File: config.mk
export PLATFORM = sky130hd
export DESIGN_NAME = unique_value_set_table
export DESIGN_NICKNAME = d
export VERILOG_FILES = /design/src/rtl/uvst_pkg.sv /design/src/rtl/unique_value_set_table.sv
export SDC_FILE = /design/constraint.sdc
export NUM_CORES = 2
export LEC_CHECK = 0
export BUFFER_PORTS_ARGS = -buffer_cell sky130_fd_sc_hd__buf_2
export CELL_PAD_IN_SITES_DETAIL_PLACEMENT = 1
export CELL_PAD_IN_SITES_GLOBAL_PLACEMENT = 1
export CORE_MARGIN = 2
export CORE_UTILIZATION = 55
export DETAILED_ROUTE_END_ITERATION = 6
export PLACE_DENSITY_LB_ADDON = 0.1
export SETUP_SLACK_MARGIN = 0.3
export SYNTH_ARGS = -nofsm -noshare
export SYNTH_HDL_FRONTEND = slang
export SYNTH_SLANG_ARGS = --single-unit
File: constraint.sdc
create_clock -name aclk -period 10.42 [get_ports aclk]
set_input_delay 0.521 -clock aclk [delete_from_list [all_inputs] [get_ports aclk]]
set_output_delay 0.521 -clock aclk [all_outputs]
set_load 0.01 [all_outputs]
File: src/rtl/uvst_pkg.sv
// types and codes of the unique value set table
`default_nettype none

package uvst_pkg;

    localparam int FUNC_W     = 2;
    localparam int VALUE_W    = 32;
    localparam int S_TDATA_W  = 32;
    localparam int S_TUSER_W  = 2;
    localparam int M_TDATA_W  = 16;
    localparam int COUNT_W    = 7;
    localparam int STATUS_W   = 2;

    localparam logic [FUNC_W-1:0] FUNC_ADD    = 2'd0;
    localparam logic [FUNC_W-1:0] FUNC_REMOVE = 2'd1;
    localparam logic [FUNC_W-1:0] FUNC_SEARCH = 2'd2;

    localparam logic [STATUS_W-1:0] STATUS_DONE   = 2'd0;
    localparam logic [STATUS_W-1:0] STATUS_ABSENT = 2'd1;
    localparam logic [STATUS_W-1:0] STATUS_FULL   = 2'd2;

    typedef enum logic [1:0] {
        ST_IDLE,
        ST_SCAN,
        ST_APPLY
    } state_t;

endpackage

`default_nettype wire

File: src/rtl/unique_value_set_table.sv
// unique value set table: packed store with linear search, one request at a time
// an accepted word is scanned against the live entries in order, stopping at a match;
//   the scan is skipped on an empty table
// the store's single read port gives one entry per cycle to the scan, and a new word
//   is taken only after the result of the last one has been loaded for output
// reset clears the live count, the control state and the output valid flag;
//   the store itself is not cleared, only entries below the live count are used
`default_nettype none

module unique_value_set_table #(
    parameter int CAPACITY   = 64,
    parameter int ELEM_WIDTH = 32
) (
    input  wire logic                            aclk,
    input  wire logic                            aresetn,
    input  wire logic                            s_tvalid,
    output logic                                 s_tready,
    input  wire logic [uvst_pkg::S_TDATA_W-1:0]  s_tdata,   // value[31:0]
    input  wire logic [uvst_pkg::S_TUSER_W-1:0]  s_tuser,   // func[1:0]
    output logic                                 m_tvalid,
    input  wire logic                            m_tready,
    output logic [uvst_pkg::M_TDATA_W-1:0]       m_tdata    // ok, status[1:0],
                                                            // count[6:0], is_empty, zeros
);
    import uvst_pkg::*;

    localparam int IW = (CAPACITY > 1) ? $clog2(CAPACITY) : 1;
    localparam int CW = $clog2(CAPACITY + 1);
    localparam int VW = (ELEM_WIDTH < VALUE_W) ? ELEM_WIDTH : VALUE_W;
    localparam int PAD_W = M_TDATA_W - 1 - STATUS_W - COUNT_W - 1;

    logic [ELEM_WIDTH-1:0] mem [CAPACITY];

    state_t                state_reg, state_next;
    logic [FUNC_W-1:0]     func_reg;
    logic [ELEM_WIDTH-1:0] key_reg;
    logic [IW-1:0]         idx_reg, idx_next;
    logic                  found_reg, found_next;
    logic [CW-1:0]         count_reg, count_next;
    logic                  out_valid_reg, out_valid_next;
    logic [M_TDATA_W-1:0]  out_data_reg;
    logic [ELEM_WIDTH-1:0] rd_data_reg;

    logic [ELEM_WIDTH-1:0] key_in;
    logic [IW-1:0]         rd_addr;
    logic [IW-1:0]         last_idx;
    logic                  match;
    logic                  is_last;
    logic                  s_accept;
    logic                  out_free;
    logic                  load_out;
    logic                  wr_en;
    logic [IW-1:0]         wr_addr;
    logic [ELEM_WIDTH-1:0] wr_data;
    logic                  res_ok;
    logic [STATUS_W-1:0]   res_status;

    assign key_in   = ELEM_WIDTH'(s_tdata[VW-1:0]);
    assign s_tready = (state_reg == ST_IDLE);
    assign s_accept = s_tvalid && s_tready;
    assign out_free = !out_valid_reg || m_tready;
    assign last_idx = IW'(count_reg - CW'(1));
    assign match    = (rd_data_reg == key_reg);
    assign is_last  = (CW'(idx_reg) == (count_reg - CW'(1)));

    always_comb begin
        state_next = state_reg;
        idx_next   = idx_reg;
        found_next = found_reg;
        count_next = count_reg;
        rd_addr    = '0;
        wr_en      = 1'b0;
        wr_addr    = count_reg[IW-1:0];
        wr_data    = key_reg;
        res_ok     = 1'b0;
        res_status = STATUS_ABSENT;
        load_out   = 1'b0;
        unique case (state_reg)
            ST_IDLE: begin
                if (s_accept) begin
                    idx_next   = '0;
                    found_next = 1'b0;
                    state_next = (count_reg == '0) ? ST_APPLY : ST_SCAN;
                end
            end
            ST_SCAN: begin
                if (match) begin
                    // fetch the last live entry for a possible move on remove
                    found_next = 1'b1;
                    rd_addr    = last_idx;
                    state_next = ST_APPLY;
                end else if (is_last) begin
                    state_next = ST_APPLY;
                end else begin
                    idx_next = idx_reg + IW'(1);
                    rd_addr  = idx_reg + IW'(1);
                end
            end
            ST_APPLY: begin
                // keep the last live entry on the read port while the output stalls
                rd_addr = last_idx;
                case (func_reg)
                    FUNC_ADD: begin
                        if (found_reg) begin
                            res_status = STATUS_ABSENT;
                        end else if (count_reg == CW'(CAPACITY)) begin
                            res_status = STATUS_FULL;
                        end else begin
                            res_ok     = 1'b1;
                            res_status = STATUS_DONE;
                        end
                    end
                    FUNC_REMOVE: begin
                        if (found_reg) begin
                            res_ok     = 1'b1;
                            res_status = STATUS_DONE;
                        end
                    end
                    default: begin
                        if (found_reg) begin
                            res_ok     = 1'b1;
                            res_status = STATUS_DONE;
                        end
                    end
                endcase
                if (out_free) begin
                    load_out   = 1'b1;
                    state_next = ST_IDLE;
                    if (res_ok && func_reg == FUNC_ADD) begin
                        wr_en      = 1'b1;
                        wr_addr    = count_reg[IW-1:0];
                        wr_data    = key_reg;
                        count_next = count_reg + CW'(1);
                    end else if (res_ok && func_reg == FUNC_REMOVE) begin
                        // last live entry fills the hole
                        wr_en      = 1'b1;
                        wr_addr    = idx_reg;
                        wr_data    = rd_data_reg;
                        count_next = count_reg - CW'(1);
                    end
                end
            end
            default: begin
                state_next = ST_IDLE;
            end
        endcase
    end

    always_comb begin
        out_valid_next = out_valid_reg;
        if (load_out) begin
            out_valid_next = 1'b1;
        end else if (m_tready) begin
            out_valid_next = 1'b0;
        end
    end

    always_ff @(posedge aclk) begin
        if (!aresetn) begin
            state_reg     <= ST_IDLE;
            count_reg     <= '0;
            out_valid_reg <= 1'b0;
            found_reg     <= 1'b0;
        end else begin
            state_reg     <= state_next;
            count_reg     <= count_next;
            out_valid_reg <= out_valid_next;
            found_reg     <= found_next;
        end
    end

    always_ff @(posedge aclk) begin
        idx_reg <= idx_next;
        if (s_accept) begin
            func_reg <= s_tuser;
            key_reg  <= key_in;
        end
        if (load_out) begin
            out_data_reg <= {{PAD_W{1'b0}}, (count_next == '0), COUNT_W'(count_next),
                             res_status, res_ok};
        end
    end

    // store: one write port, one registered read port
    always_ff @(posedge aclk) begin
        if (wr_en) begin
            mem[wr_addr] <= wr_data;
        end
        rd_data_reg <= mem[rd_addr];
    end

    assign m_tvalid = out_valid_reg;
    assign m_tdata  = out_data_reg;

endmodule

`default_nettype wire

==> impl_metrics.yaml <==
routing:
  drc: 0
  vias_per_cell: 6.83
  drt-pass1-iter-count: 6
  wire_per_inst_um: 34.5
  drt-total-wl_mm: 278
  final_antenna_net_count: 0
  drt_iter0_drc: 7676
  route.vias.total: 55100
power:
  pwr-share-clk_pct: 28.7
  p_sw_mw: 9.89
  p_total_mw: 26.2
  seq_power_share_pct: 39.3
  peakVddDrop_mv: 0.279
  p_comb_share_pct: 32.0
  p_leak_nw: 30.9
  p_int_mw: 16.3
  switching_share_pct: 37.8
  power.density_nw_per_um2: 272
synthesis:
  synth_edf_count: 2099
  synth_flop_cell: "edfxtp_1"
  ys_seq_area_share_pct: 74.0
  synth_common_cells: "edfxtp_1 (2099), nand2_1 (505), nand3b_1 (463)"
  yosys.cell_types.count: 66
  yosysWarnings: 0
  yosys.area.top_type_share_pct: 73.0
  syn_inst: 5827
  syn_area_um2: 86300
  ys_ff_latch: 2142
  avgSynthCellArea_um2: 14.8
  async_flop_share_pct: 0
  synth.most_common_cell: "edfxtp_1"
  synth_largest_area_cell: "edfxtp_1"
  yosys-top-cells-area: "edfxtp_1 (73%), nand3b_1 (4.0%), nand2_1 (2.2%), o211ai_1 (2.1%), mux2i_1 (1.9%)"
final_layout:
  drive_above_1_share_pct: 11.2
  final_core_util_pct: 61.6
  syn2layout_area_growth_pct: 11.5
  finalNetCount: 5870
  largest_reg_flops: 2048
  final_area_um2: 96200
timing:
  min_period_over_period_pct: 68.7
  fin_crit_ns: 7.16
  rsz0062_at_grt: "false"
  tightest_slew_ns: 1.48
  finalSetupViolCount: 0
  maxSlewViolCount: 0
  max_slew_margin_pct: 1.14
  tns_ns: 0
  hold_violations: 0
  finalClockSkew_ns: 0.0544
  worst_slack_ns: 3.26
  max_freq_mhz: 140
place:
  place_ws_ns: 3.54
  placed_area_um2: 89000
  io_buffers: 50
  gp_congestion: 0.841
  hpwlAfterDp_mm: 149
clock_tree:
  clk_transition_reported_paths_ns: 0.06
  cts_setup_buffers: 0
  clock_path_buffers: 3
  cts_tree: "yes"
  clk_latency_ns: 0.86
  numCtsBuffers: 214
  clockRootBuffer: "clkbuf_16"
  cts_sinks: 2142
  cts_resized: 0
  htreeDepth: 4
die:
  initial_core_util_pct: 55.3
  rows: 145
  core_um2: 156000
  dieArea_um2: 160000
  die-width_um: 400
  io_pins: 56
  die_h_um: 400
grt:
  antenna_found_initial: 28
  gr-total-overflow: 0
  grt_max_degree: 197
  grt_pass1_vias: 56500
  grt_pass1_wl_mm: 399
  grt_usage_pct: 34.8
setup_path:
  cp.required_ns: 11.15
  setup.worst_path.end_class: "flop"
  cp.arrival_ns: 7.88
  critPathKind: "reg2reg"
  critPathMaxFanout: 196
  crit_family: "simple AND/OR/NAND/NOR gates"
  crit_path_top_delay_cell: "nor4_1"
  critical_path_buf_inv_count: 3
  path_cells: "xor2_1, nor4_1, nand4_1, o41ai_1, a31o_4, buf_12, buf_12, buf_4, nand3b_1, o211ai_1, nand3_1, nand3_1, o22ai_1, or3_1"
  cpPeakStageDelay_ns: 0.99
  start_kind: "flop"
outcome:
  outcome: "finished, final reports clean"
min_path:
  hp-class: "in2reg"
run:
  drv_cap: 0
[layout by cell type, fill, tap and decap left out, drive strengths merged, types with 26 or more instances in the layout]
cell	n
a221oi	58
nor3	28
o22ai	105
a211oi	87
inv	26
nand3b	463
dfxtp	43
nor2	116
a21oi	114
o211ai	248
nand3	155
edfxtp	2099
dlygate4sd3	35
or3	34
a22oi	109
mux2i	164
nand2	507
clkbuf	278
xor2	40
nor3b	49
clkinv	99
buf	218
o221ai	53
o21ai	431
and3	147
mux2	35
a31oi	123
[power by group through the flow]
| stage | clock network [mW] | registers [mW] | logic [mW] |
|---|---|---|---|
| 2_1_floorplan | 0 | 10.4 | 4.99 |
| 3_3_place_gp | 0 | 10.5 | 7.88 |
| 3_5_place_dp | 0 | 10.5 | 8.14 |
| 4_1_cts | 7.55 | 10.3 | 8.22 |
| 5_1_grt | 7.87 | 10.3 | 8.78 |
| 6_report | 7.51 | 10.3 | 8.37 |
[routing by layer]
layer  up-vias  track usage, %  wire, µm  part of all wire [%]
met5         -               0       133                 0.048
met4        14            14.5     12400                   4.4
met3       568            7.24     26500                   9.5
met2      2895            55.4    132000                    47
met1     28700            46.8    108000                    39
li1      22900               -         -                     -
[kinds of logic (layout without fill, tap and decap cells)]
family | after synthesis | after routing | synth area share, %
AO/OA/AOI/OAI | 1371 | 1371 | 10.3
XOR/XNOR | 50 | 50 | 0.508
adder cells (fa/ha/maj) | 7 | 7 | 0.101
buffers and inverters | 496 | 671 | 2.58
flip-flops | 2142 | 2142 | 74.0
multiplexers | 199 | 199 | 2.36
other | 1 | 12 | 0.00435
AND/OR/NAND/NOR | 1561 | 1561 | 10.1
[cell type report]
class | count | area (µm²)
multi-input combinational | 3193 | 20800
clock inverter | 119 | 1090
sequential | 2142 | 63900
fill | 14200 | 59900
inverter | 21 | 78.8
antenna | 7 | 17.5
timing repair buffer | 253 | 2000
tap | 2058 | 2570
clock buffer | 278 | 5690
[worst register-to-register path, stage by stage, from the launching register on]
cell	delay [ns]
edfxtp_1	0.40
xor2_1	0.19
nor4_1	0.99
nand4_1	0.43
o41ai_1	0.72
a31o_4	0.54
buf_12	0.66
buf_12	0.76
buf_4	0.89
nand3b_1	0.20
o211ai_1	0.15
nand3_1	0.11
nand3_1	0.14
o22ai_1	0.34
or3_1	0.50
[metrics by stage]
step,hold WS (ns),cells
after floorplan,0.490,5831
after global placement,0.511,7632
final,0.0584,8071
after detailed placement,0.531,7632
after CTS,0.00335,8064
after global routing,0.00698,8068
[worst paths after layout]
| kind | start | endpoint | slack (ns) | cells after the start |
|---|---|---|---|---|
| worst max-delay path | key_reg[1]$_DFFE_PP_ | rd_data_reg[14]$_DFF_P_ | 3.26 | 14 |
| worst min-delay path | s_tdata[7] | key_reg[7]$_DFFE_PP_ | 0.06 | 1 |
| worst max register to register | key_reg[1]$_DFFE_PP_ | rd_data_reg[14]$_DFF_P_ | 3.26 | 14 |
| worst min register to register | state_reg[1]$_SDFFE_PN0P_ | state_reg[1]$_SDFFE_PN0P_ | 0.53 | 2 |
[what timing repair did]
item                       CTS  global route
setup endpoints to repair    0             0
hold buffers                35             0
hold endpoints to repair    39             0
No activity file was read; power rests on OpenSTA's default activity.
